File: src/hw/rtl/mtg_pkg.sv
// ----------------------------------------------------------------------------
// mtg_pkg
// Shared types, constants and word functions of the MT19937 generator.
// ----------------------------------------------------------------------------
package mtg_pkg;

  localparam int STATE_WORDS   = 624;
  localparam int MIDDLE_OFFSET = 397;
  localparam int ADDR_W        = 10;
  localparam int WORD_W        = 32;
  localparam int SKIP_W        = 16;
  localparam int CFG_INDEX_W   = 2;
  localparam int DIV_STEPS     = WORD_W;
  localparam int DIV_CNT_W     = 6;

  typedef logic [ADDR_W-1:0] addr_t;
  typedef logic [WORD_W-1:0] word_t;
  typedef logic [SKIP_W-1:0] skip_t;

  localparam word_t INIT_MULT = 32'h6c078965;
  localparam word_t TWIST_XOR = 32'h9908b0df;
  localparam word_t TEMPER_B  = 32'h9d2c5680;
  localparam word_t TEMPER_C  = 32'hefc60000;
  localparam word_t HIGH_BIT  = 32'h80000000;
  localparam word_t LOW_BITS  = 32'h7fffffff;

  localparam addr_t LAST_ADDR = addr_t'(STATE_WORDS - 1);

  localparam logic [CFG_INDEX_W-1:0] CFG_SEED = 2'd0;
  localparam logic [CFG_INDEX_W-1:0] CFG_SKIP = 2'd1;

  // One access to the state memory per cycle: write, or read at addr.
  typedef struct packed {
    logic  wr_en;
    addr_t addr;
    word_t wdata;
  } mem_cmd_t;

  typedef struct packed {
    logic  start;
    word_t dividend;
    word_t divisor;
  } div_req_t;

  typedef struct packed {
    logic  done;
    word_t remainder;
  } div_rsp_t;

  function automatic addr_t next_addr(input addr_t a);
    if (a == LAST_ADDR) begin
      return '0;
    end
    return a + addr_t'(1);
  endfunction

  function automatic addr_t mid_addr(input addr_t a);
    logic [ADDR_W:0] s;
    s = {1'b0, a} + (ADDR_W+1)'(MIDDLE_OFFSET);
    if (s >= (ADDR_W+1)'(STATE_WORDS)) begin
      s = s - (ADDR_W+1)'(STATE_WORDS);
    end
    return s[ADDR_W-1:0];
  endfunction

  function automatic word_t twist(input word_t cur, input word_t nxt, input word_t mid);
    word_t y;
    word_t v;
    y = (cur & HIGH_BIT) | (nxt & LOW_BITS);
    v = mid ^ (y >> 1);
    if (y[0]) begin
      v = v ^ TWIST_XOR;
    end
    return v;
  endfunction

  function automatic word_t temper(input word_t w);
    word_t y;
    y = w;
    y = y ^ (y >> 11);
    y = y ^ ((y << 7) & TEMPER_B);
    y = y ^ ((y << 15) & TEMPER_C);
    y = y ^ (y >> 18);
    return y;
  endfunction

endpackage

File: src/hw/rtl/mtg_mod_unit.sv
// ----------------------------------------------------------------------------
// mtg_mod_unit
// Restoring 32-bit remainder unit, one quotient bit per cycle.
// ----------------------------------------------------------------------------
module mtg_mod_unit
  import mtg_pkg::*;
(
  input  logic     clk,
  input  logic     rst,
  input  div_req_t req,
  output div_rsp_t rsp
);

  word_t                rem;
  word_t                rem_next;
  word_t                quo;
  word_t                divisor;
  logic [DIV_CNT_W-1:0] cnt;
  logic                 busy;
  logic                 done;
  logic [WORD_W:0]      trial;

  always_comb begin
    trial = {rem, quo[WORD_W-1]};
    if (trial >= {1'b0, divisor}) begin
      rem_next = trial[WORD_W-1:0] - divisor;
    end else begin
      rem_next = trial[WORD_W-1:0];
    end
  end

  always_ff @(posedge clk) begin
    if (rst) begin
      busy <= 1'b0;
      done <= 1'b0;
    end else begin
      done <= 1'b0;
      if (req.start) begin
        rem     <= '0;
        quo     <= req.dividend;
        divisor <= req.divisor;
        cnt     <= DIV_CNT_W'(DIV_STEPS);
        busy    <= 1'b1;
      end else if (busy) begin
        rem <= rem_next;
        quo <= quo << 1;
        cnt <= cnt - DIV_CNT_W'(1);
        if (cnt == DIV_CNT_W'(1)) begin
          busy <= 1'b0;
          done <= 1'b1;
        end
      end
    end
  end

  assign rsp.done      = done;
  assign rsp.remainder = rem;

endmodule

File: config.mk
export PLATFORM = sky130hd
export DESIGN_NAME = mtg_mod_unit
export DESIGN_NICKNAME = d
export VERILOG_FILES = /design/src/hw/rtl/mtg_pkg.sv /design/src/hw/rtl/mtg_mod_unit.sv
export SDC_FILE = /design/constraint.sdc
export NUM_CORES = 1
export LEC_CHECK = 0
export ABC_AREA = 0
export BUFFER_PORTS_ARGS = -buffer_cell sky130_fd_sc_hd__buf_2
export CAP_MARGIN = 20
export CELL_PAD_IN_SITES_DETAIL_PLACEMENT = 1
export CELL_PAD_IN_SITES_GLOBAL_PLACEMENT = 2
export CORE_MARGIN = 2
export CORE_UTILIZATION = 40
export DETAILED_ROUTE_END_ITERATION = 6
export MAX_ROUTING_LAYER = met4
export PLACE_DENSITY = 0.9
export SYNTH_ARGS = -nofsm -noshare
export SYNTH_HDL_FRONTEND = slang
export SYNTH_SLANG_ARGS = --single-unit
File: constraint.sdc
create_clock -name clk -period 7.91 [get_ports clk]
set_input_delay 0.791 -clock clk [delete_from_list [all_inputs] [get_ports clk]]
set_output_delay 0.791 -clock clk [all_outputs]
set_load 0.005 [all_outputs]
==> results.sh, run 1 <==
export IMPL_synth_seq_area_share=0.526
export IMPL_h_tree_depth=3
export IMPL_final_nets=737
export IMPL_status="finished, final reports clean"
export IMPL_drv_slew=0
export IMPL_period_minus_slack_ps=3460
export IMPL_fmax_ghz=0.289
export IMPL_reg2reg_from="rem[3]"
export IMPL_vias=4520
export IMPL_route_detailed_drc=0
export IMPL_clk_pin_slew_worst_paths_ps=70
export IMPL_detail_route_iter0_violations=251
export IMPL_min_from="busy"
export IMPL_crit_type="reg2reg"
export IMPL_drt_first_pass_iters=4
export IMPL_antenna_left=0
export IMPL_synthCells=536
export IMPL_rsz0062_at_grt="no"
export IMPL_startpoint="rem[3]"
export IMPL_whs_ps=487
export IMPL_cts_buffers=9
export IMPL_antenna_found_initial=0
export IMPL_async_flop_share=0
export IMPL_tightest_slew_ps=891
export IMPL_final_cells=823
export IMPL_yosys_top_cells_area="edfxtp_1, ha_1, mux2_2"
export IMPL_areaGrowthSynthToFinish_pct=16.6
export IMPL_yosys_register_bits=104
export IMPL_cts_resized=0
export IMPL_grt_overflow_total=0
export IMPL_syn_cell_area_um2=5900
export IMPL_power_leakage_uw=0.00287
export IMPL_cts_sinks=104
export IMPL_max_cap_viol_count=0
export IMPL_final_common_cell="edfxtp_1"
export IMPL_core_area_um2=14500
export IMPL_cts_root_buf="clkbuf_16"
export IMPL_via_per_inst=5.49
export IMPL_crit_fanout=19
export IMPL_synth_top_area_frac=0.519
export IMPL_dpl_instance_area_um2=6600
export IMPL_diodes=0
export IMPL_drt_total_wl_um=15100
export IMPL_rrSetupSlack_ps=4450
export IMPL_required_ps=7980
export IMPL_start_util=0.407
export IMPL_io_pins=100
export IMPL_die_h_um=125
export IMPL_clk_latency_ps=350
export IMPL_dp_slack_ps=4470
export IMPL_postCtsSetupBuffers=0
export IMPL_grt_pass1_wl_um=24800
export IMPL_startpoint_type="flop"
export IMPL_die_x_um=125
export IMPL_synth_nets=638
export IMPL_die_area_um2=15700
export IMPL_drive_above_1_share=0.250
export IMPL_clk_path_buf_depth=2
export IMPL_cp_end_kind="flop"
export IMPL_grt_usage=0.204
export IMPL_wl_per_cell_um=18.3
export IMPL_fillers=1640
export IMPL_synth_edf_count=102
export IMPL_rows=44
export IMPL_routabilityCongestion=0.868
export IMPL_p_per_area_nw_per_um2=225
export IMPL_fin_crit_sh=0.437
export IMPL_synth_ff_type="edfxtp_1"
export IMPL_cts_tree="done"
export IMPL_critPathArrivalTime_ps=3530
export IMPL_ys_types=58
export IMPL_grt_max_degree=68
export IMPL_setup_tns_ps=0
export IMPL_yosys_warnings=0
export IMPL_hold_viol_final=0
export IMPL_dpl_cell_count=808
export IMPL_grt_pass1_vias=4846
export IMPL_ctsHoldBuffers=0
export IMPL_yosys_area_top_type="edfxtp_1"
export IMPL_worstHoldPathType="reg2reg"
export IMPL_maxSlewHeadroom=0.406
export IMPL_hpwlAfterDp_um=11000
export IMPL_final_cell_area_um2=6880
export IMPL_setup_violations=0
export IMPL_io_buffers=99
export IMPL_syn_avg_cell_area_um2=11.0
export IMPL_final_cell_mix="edfxtp_1, buf_2, nand2_1, a21oi_1, inv_1"
export IMPL_skew_ps=9.00
export IMPL_vdd_drop_max_v=0.000154
export IMPL_layout_setup_ws_ps=4450
[synth_stat cells (2+ instances only)]
cell       instances
edfxtp_1         102
nand2_1           59
a21oi_1           55
inv_1             43
ha_1              34
mux2_2            31
nor2_1            25
nand3_1           22
o21ai_0           18
a21o_1            17
xnor2_1           14
clkbuf_1           9
nor3_1             7
and3_1             6
xor2_1             6
a211oi_1           5
nor2b_1            5
o211ai_1           5
and2_1             4
nand2b_1           4
nor4_1             4
o21bai_1           4
a311oi_1           3
and4_1             3
buf_4              3
nand4_1            3
or3_1              3
a2111oi_0          2
a21boi_0           2
a31oi_1            2
a41oi_1            2
buf_1              2
buf_2              2
dfxtp_1            2
o2111ai_1          2
o21a_1             2
or2_2              2
or4_1              2
[final timing paths]
path,endpoint,depth (start not counted)
setup reg to reg,rem[25],10
setup / recovery,rem[25],10
hold reg to reg,done,1
hold / removal,done,1
[worst max-delay path, stage by stage, from the launching register on]
cell and delay (ps):
edfxtp_1 420, ha_1 390, a21o_1 200, a31oi_1 240, a21oi_1 160, o311a_2 440, o21ai_2 230, a21o_1 530
buf_4 350, or4_1 150, a21oi_1 60
[area by class of cell]
cell class                      count  area [um^2]  area share
Sequential cell                   104         3100       0.451
Multi-Input combinational cell    373         2570       0.374
Clock buffer                        9          225      0.0327
Tap cell                          184          230      0.0335
Inverter                           43          161      0.0235
Clock inverter                      6         50.0     0.00728
Timing Repair Buffer              104          533      0.0775
[sequential cells by signal, summed over array words and instances (netlist names)]
register / flops
divisor: 32
quo: 32
rem: 32
cnt: 6
busy: 1
done: 1
[metal layers]
layer  vias to the layer above  global-route usage  routed length [um]
li1                       2183                   -                   -
met1                      2237               0.246                6580
met2                        90               0.347                7660
met3                        10              0.0492                 664
met4                         0              0.0484                 180
met5                         -                   -                   0
[cells by family after synthesis]
group                      Yosys count  share of synthesized area
xor gates and xnor gates            20                     0.0297
DFF                                104                      0.526
muxes                               31                     0.0592
adders and majority gates           35                     0.0755
AOI/OAI and AO/OA                  135                      0.148
and+or+nand+nor                    152                      0.122
buffers and inverters               59                     0.0399
[power breakdown]
part	internal, uW	leakage [uW]	switching, uW
registers	666	0.000993	25.6
clock network	217	0.000135	213
logic	171	0.00174	252
total	1050	0.00287	491
[through the flow]
step | utilization | total power (uW)
4_1_cts | 0.475 | 1560
3_3_place_gp | 0.456 | 1110
3_5_place_dp | 0.456 | 1120
5_1_grt | 0.475 | 1640
6_report | 0.475 | 1540
2_1_floorplan | - | 995
No activity file was read; power rests on OpenSTA's default activity.
==> inputs of run 2 (changes only) <==
--- a/config.mk
+++ b/config.mk
@@ -11,10 +11,10 @@
 export CELL_PAD_IN_SITES_DETAIL_PLACEMENT = 1
 export CELL_PAD_IN_SITES_GLOBAL_PLACEMENT = 2
 export CORE_MARGIN = 2
-export CORE_UTILIZATION = 40
+export CORE_UTILIZATION = 33
 export DETAILED_ROUTE_END_ITERATION = 6
 export MAX_ROUTING_LAYER = met4
-export PLACE_DENSITY = 0.9
+export PLACE_DENSITY = 0.8
 export SYNTH_ARGS = -nofsm -noshare
 export SYNTH_HDL_FRONTEND = slang
 export SYNTH_SLANG_ARGS = --single-unit
==> constraint.sdc (replaced) <==
create_clock -name clk -period 2.8 [get_ports clk]
set_input_delay 0.28 -clock clk [delete_from_list [all_inputs] [get_ports clk]]
set_output_delay 0.28 -clock clk [all_outputs]
set_load 0.005 [all_outputs]
==> run 2 against run 1 <==
The flow now finishes with violations (setup timing). Global-route usage down 0.41 points. Sequential cell count unchanged. Die area up 21%. Critical path type unchanged. Critical endpoint is now rem[28].
==> results.sh, run 2 (synthesized netlist as in run 1, its figures left out) <==
export IMPL_route_detailed_drc=0
export IMPL_path_cells="ha_4 > inv_2 > fa_2 > a21o_1 > a221oi_2 > o31a_1 > o211a_1 > o211ai_1 > a41oi_2 > or4_1 > nand3_1"
export IMPL_cts_root_buf="clkbuf_16"
export IMPL_crit_type="reg2reg"
export IMPL_die_area_um2=19000
export IMPL_top_layer="met4"
export IMPL_min_from="req[5]"
export IMPL_cp_end_kind="flop"
export IMPL_rsz0062_at_grt="yes"
export IMPL_holdPathStages=1
export IMPL_clk_path_buf_depth=2
export IMPL_power_leakage_uw=0.00346
export IMPL_cts_buffers=9
export IMPL_grt_pass1_vias=5461
export IMPL_io_pins=100
export IMPL_top_regs="divisor (32), quo (32), rem (32)"
export IMPL_drive_above_1_share=0.441
export IMPL_p_int_uw=3390
export IMPL_cpMaxStageDelayCell="edfxtp_1"
export IMPL_via_per_inst=5.19
export IMPL_worstHoldPathType="in2reg"
export IMPL_pwr_share_seq=0.389
export IMPL_antenna_left=0
export IMPL_switching_share=0.327
export IMPL_setup_violations=3
export IMPL_m1WireLength_um=7730
export IMPL_cts_tree="done"
export IMPL_crit_fanout=3
export IMPL_wl_per_cell_um=18.6
export IMPL_met3_length_um=657
export IMPL_tightest_slew_ps=677
export IMPL_areaGrowthSynthToFinish_pct=41.0
export IMPL_die_x_um=138
export IMPL_worstReg2RegEnd="rem[28]"
export IMPL_status="complete, but fails checks"
export IMPL_antenna_found_initial=0
export IMPL_skew_ps=12.4
export IMPL_routabilityCongestion=0.829
export IMPL_detail_route_iter0_violations=286
export IMPL_startpoint_type="flop"
export IMPL_drt_first_pass_iters=4
export IMPL_crit_family="compound AO/OA/AOI/OAI gates"
export IMPL_grt_pass1_wl_um=28300
export IMPL_grt_max_degree=56
export IMPL_drv_slew=0
export IMPL_vias=5057
export IMPL_reg2reg_from="divisor[0]"
export IMPL_reg2regPathDepth=11
export IMPL_met2WireLength_um=9350
export IMPL_grt_usage=0.200
export IMPL_layout_setup_ws_ps=-32.5
export IMPL_switching_power_uw=1650
export IMPL_cts_sinks=104
export IMPL_core_area_um2=17400
export IMPL_final_nets=847
export IMPL_hold_viol_final=0
export IMPL_hold_path_end="divisor[5]"
export IMPL_period_minus_slack_ps=2830
export IMPL_hpwlAfterDp_um=13000
export IMPL_h_tree_depth=3
export IMPL_required_ps=3020
export IMPL_maxSlewHeadroom=0.544
export IMPL_fin_crit_sh=1.01
export IMPL_grt_overflow_total=0
export IMPL_max_cap_viol_count=0
export IMPL_rows=48
export IMPL_die_h_um=138
export IMPL_ctsHoldBuffers=0
export IMPL_io_buffers=99
export IMPL_totalPowerFinal_uw=5030
export IMPL_drt_total_wl_um=18100
export IMPL_power_frac_clock=0.254
export IMPL_p_per_area_nw_per_um2=605
export IMPL_critPathArrivalTime_ps=3060
export IMPL_vdd_drop_max_v=0.000302
export IMPL_fmax_ghz=0.353
export IMPL_cpPeakStageDelay_ps=470
export IMPL_failed_checks="setup timing"
export IMPL_power_frac_comb=0.357
export IMPL_diodes=0
export IMPL_dp_slack_ps=-207
export IMPL_rrSetupSlack_ps=-30
export IMPL_final_common_cell="buf_4"
export IMPL_clk_pin_slew_worst_paths_ps=80
export IMPL_clk_latency_ps=370
export IMPL_start_util=0.339
export IMPL_crit_buf_inv=1
export IMPL_final_cell_mix="buf_4, edfxtp_1, buf_2, nand2_1, a21oi_1"
[run 2: cell count changes in the layout (fill, tap and decap cells not counted), moves of 3 or more]
cell / previous run / this run
buf_4: 5 / 107
ha_1: 34 / 17
ha_4: 0 / 15
a21oi_1: 54 / 44
a21oi_2: 1 / 10
o21ai_0: 18 / 10
buf_12: 0 / 4
o21ai_1: 1 / 5
buf_6: 0 / 3
inv_1: 43 / 40
inv_2: 0 / 3
nor4_1: 4 / 1
[run 2: per-layer routing]
metal / vias up / track usage
met1: 2521 / 0.239
met5: - / -
met2: 104 / 0.338
met4: 0 / 0.0731
li1: 2401 / -
met3: 31 / 0.0372
[run 2: cell type report]
cell class              instances  area (um^2)
inverters                      43          161
clock inverters                 6         61.3
fillers                      1926         9100
well taps                     225          282
multi-input cells             373         3060
flip-flops and latches        104         3100
repair buffers                214         1430
clock buffers                  10          229
[run 2: how the worst max path moves through the flow]
stage                          to  slack (ps)  cells past startpoint  startpoint
final                     rem[28]         -30                     11  divisor[0]
after global routing      rem[30]        -130                     13     quo[31]
after CTS                 rem[28]         -80                     11  divisor[0]
after detailed placement  rem[24]        -210                     12     quo[31]
after global placement    rem[23]        -120                      9      rem[3]
after floorplan           rem[28]          40                     12     quo[31]
[run 2: per-stage QoR]
step                      utilization  cells  area (um^2)  TNS [ps]  hold WS [ps]
after floorplan                     -    536         5910         0           358
after global placement          0.424    939         7380      -792           457
after detailed placement        0.424    939         7380     -2850           458
after CTS                       0.461    967         8030      -177          74.7
after global routing            0.478    975         8320     -1130          70.3
final                           0.478    975         8320     -49.7          83.9
[run 2: what timing repair did]
| item | CTS | global route |
|---|---|---|
| gates resized for setup | 41 | 46 |
| setup endpoints to repair | 30 | 32 |
| pin swaps | 18 | 26 |
| setup buffers | 12 | 9 |
[run 2: worst register-to-register path, delay by kind of cell (launching register included)]
| family | cells | cell delay, ps |
|---|---|---|
| compound gates | 6 | 1270 |
| buf+inv | 1 | 50 |
| simple gates | 2 | 510 |
| flops | 1 | 470 |
| fa+ha+maj | 2 | 400 |
[run 2: power by group through the flow]
stage / registers [uW] / logic, uW / clock network (uW)
after global placement: 1970 / 1430 / 0
after CTS: 1950 / 1650 / 1310
after detailed placement: 1980 / 1490 / 0
after floorplan: 1970 / 833 / 0
after global routing: 1970 / 1960 / 1370
final: 1960 / 1800 / 1280
==> inputs of run 3 (changes only) <==
--- a/config.mk
+++ b/config.mk
@@ -14,7 +14,7 @@
 export CORE_UTILIZATION = 33
 export DETAILED_ROUTE_END_ITERATION = 6
 export MAX_ROUTING_LAYER = met4
-export PLACE_DENSITY = 0.8
+export PLACE_DENSITY = 0.87
 export SYNTH_ARGS = -nofsm -noshare
 export SYNTH_HDL_FRONTEND = slang
 export SYNTH_SLANG_ARGS = --single-unit
==> run 3 against run 2 <==
The run still ends with setup timing left. Via count down 1.1%. Sequential power about the same. Hold slack better by 4.4 ps. Clock power is essentially flat. Utilization down 0.56 points. Sequential share of layout area increased by 0.44 points. Combinational power is essentially flat. First-iteration DRC count decreased by 21%. Critical endpoint unchanged.
==> results.sh, run 3 (synthesized netlist as in run 1, its figures left out) <==
export IMPL_setup_violations=7
export IMPL_layout_setup_ws_ps=-130
export IMPL_cp_end_kind="flop"
export IMPL_vdd_drop_max_v=0.000317
export IMPL_fin_crit_sh=1.05
export IMPL_max_cap_viol_count=0
export IMPL_cpMaxStageDelayCell="or4_1"
export IMPL_maxSlewHeadroom=0.547
export IMPL_detail_route_iter0_violations=227
export IMPL_reg2reg_from="quo[31]"
export IMPL_grt_usage=0.185
export IMPL_clk_path_buf_depth=2
export IMPL_tightest_slew_ps=676
export IMPL_required_ps=3030
export IMPL_grt_max_degree=44
export IMPL_grt_overflow_total=0
export IMPL_drt_total_wl_um=17900
export IMPL_clk_latency_ps=360
export IMPL_drt_first_pass_iters=4
export IMPL_critPathArrivalTime_ps=3160
export IMPL_final_nets=844
export IMPL_startpoint_type="flop"
export IMPL_cts_root_buf="clkbuf_16"
export IMPL_dpl_instance_area_um2=7240
export IMPL_areaGrowthSynthToFinish_pct=39.4
export IMPL_io_buffers=99
export IMPL_fmax_ghz=0.341
export IMPL_core_area_um2=17400
export IMPL_routabilityCongestion=0.878
export IMPL_min_from="req[9]"
export IMPL_io_pins=100
export IMPL_route_detailed_drc=0
export IMPL_via_per_inst=5.14
export IMPL_die_area_um2=19000
export IMPL_crit_fanout=4
export IMPL_grt_pass1_wl_um=26500
export IMPL_cpPeakStageDelay_ps=440
export IMPL_status="complete, but fails checks"
export IMPL_drv_slew=0
export IMPL_antenna_found_initial=0
export IMPL_cts_sinks=104
export IMPL_drive_above_1_share=0.436
export IMPL_die_h_um=138
export IMPL_wl_per_cell_um=18.4
export IMPL_cts_buffers=9
export IMPL_rows=48
export IMPL_diodes=0
export IMPL_p_per_area_nw_per_um2=617
export IMPL_start_util=0.339
export IMPL_hpwlAfterDp_um=11900
export IMPL_die_x_um=138
export IMPL_vias=4999
export IMPL_whs_ps=88.3
export IMPL_crit_type="reg2reg"
export IMPL_failed_checks="setup timing"
export IMPL_rsz0062_at_grt="yes"
export IMPL_final_cell_area_um2=8220
export IMPL_skew_ps=10.4
export IMPL_cts_tree="done"
export IMPL_fillers=1948
export IMPL_antenna_left=0
export IMPL_power_leakage_uw=0.00343
export IMPL_hold_viol_final=0
export IMPL_final_common_cell="buf_4"
export IMPL_ctsHoldBuffers=0
export IMPL_period_minus_slack_ps=2930
export IMPL_clk_pin_slew_worst_paths_ps=80
export IMPL_worstHoldPathType="in2reg"
export IMPL_grt_pass1_vias=5245
export IMPL_h_tree_depth=3
export IMPL_startpoint="quo[31]"
export IMPL_final_cell_mix="buf_4, edfxtp_1, buf_2, nand2_1"
export IMPL_top_regs="divisor (32), quo (32), rem (32)"
export IMPL_path_cells="inv_1 > ha_2 > inv_2 > fa_2 > a21o_1 > a221oi_2 > o31a_1 > o211a_1 > o211ai_1 > a41oi_2 > or4_1 > nand3_1"
run 3: cell types whose count changed in the layout (fill, tap and decap cells not counted), sizes merged:
cell and delta:
clkinv -2, buf -4, inv -1, bufinv +1
clkinvlp +1, clkbuf +2
run 3: power by group:
| group | total [uW] | switching, uW | leakage (uW) | internal (uW) |
|---|---|---|---|---|
| sequential | 1950 | 72.1 | 0.000993 | 1880 |
| clock | 1300 | 599 | 0.000141 | 703 |
| combinational | 1810 | 928 | 0.00230 | 885 |
run 3: worst paths after layout:
path / depth (start not counted) / slack (ps) / to
max: 12 / -130 / rem[28]
min: 1 / 90 / divisor[9]
max reg2reg: 12 / -130 / rem[28]
min reg2reg: 1 / 500 / done
run 3: through the flow:
| stage | util | power [uW] | cells | setup TNS, ps | setup slack (ps) |
|---|---|---|---|---|---|
| after floorplan | - | 2810 | 536 | 0 | 37.5 |
| after global placement | 0.416 | 3330 | 927 | -641 | -63.3 |
| after detailed placement | 0.416 | 3390 | 927 | -2110 | -217 |
| after CTS | 0.440 | 4750 | 945 | 0 | 0.109 |
| after global routing | 0.472 | 5320 | 972 | -2380 | -230 |
| final | 0.472 | 5070 | 972 | -424 | -130 |
run 3: area by class of cell:
cell class	instances	area [um^2]	share of cell area
multi-input cells	373	2990	0.364
clock buffers	11	233	0.0283
inverters	43	161	0.0196
well taps	225	282	0.0342
flip-flops and latches	104	3100	0.377
clock inverters	5	63.8	0.00776
repair buffers	211	1390	0.169
run 3: worst max-delay path, delay by kind of cell (launching register included):
kind                       cells  cell delay (ps)
and+or+nand+nor                2              530
DFF                            1              370
adders and majority gates      2              380
AOI/OAI and AO/OA              6             1390
buffers and inverters          2              120
run 3: routing by layer:
metal / part of all wire / vias up / GRT usage
li1: - / 2399 / -
met1: 0.43 / 2494 / 0.216
met2: 0.52 / 79 / 0.327
met3: 0.030 / 27 / 0.0298
met4: 0.019 / 0 / 0.0595
met5: 0 / - / -
run 3: what timing repair did:
| item | 4_1_cts | 5_1_grt |
|---|---|---|
| pin swaps | 6 | 32 |
| cloned | 0 | 3 |
| gates resized for setup | 20 | 73 |
| setup buffers | 2 | 24 |
| endpoints found under the setup margin | 30 | 32 |
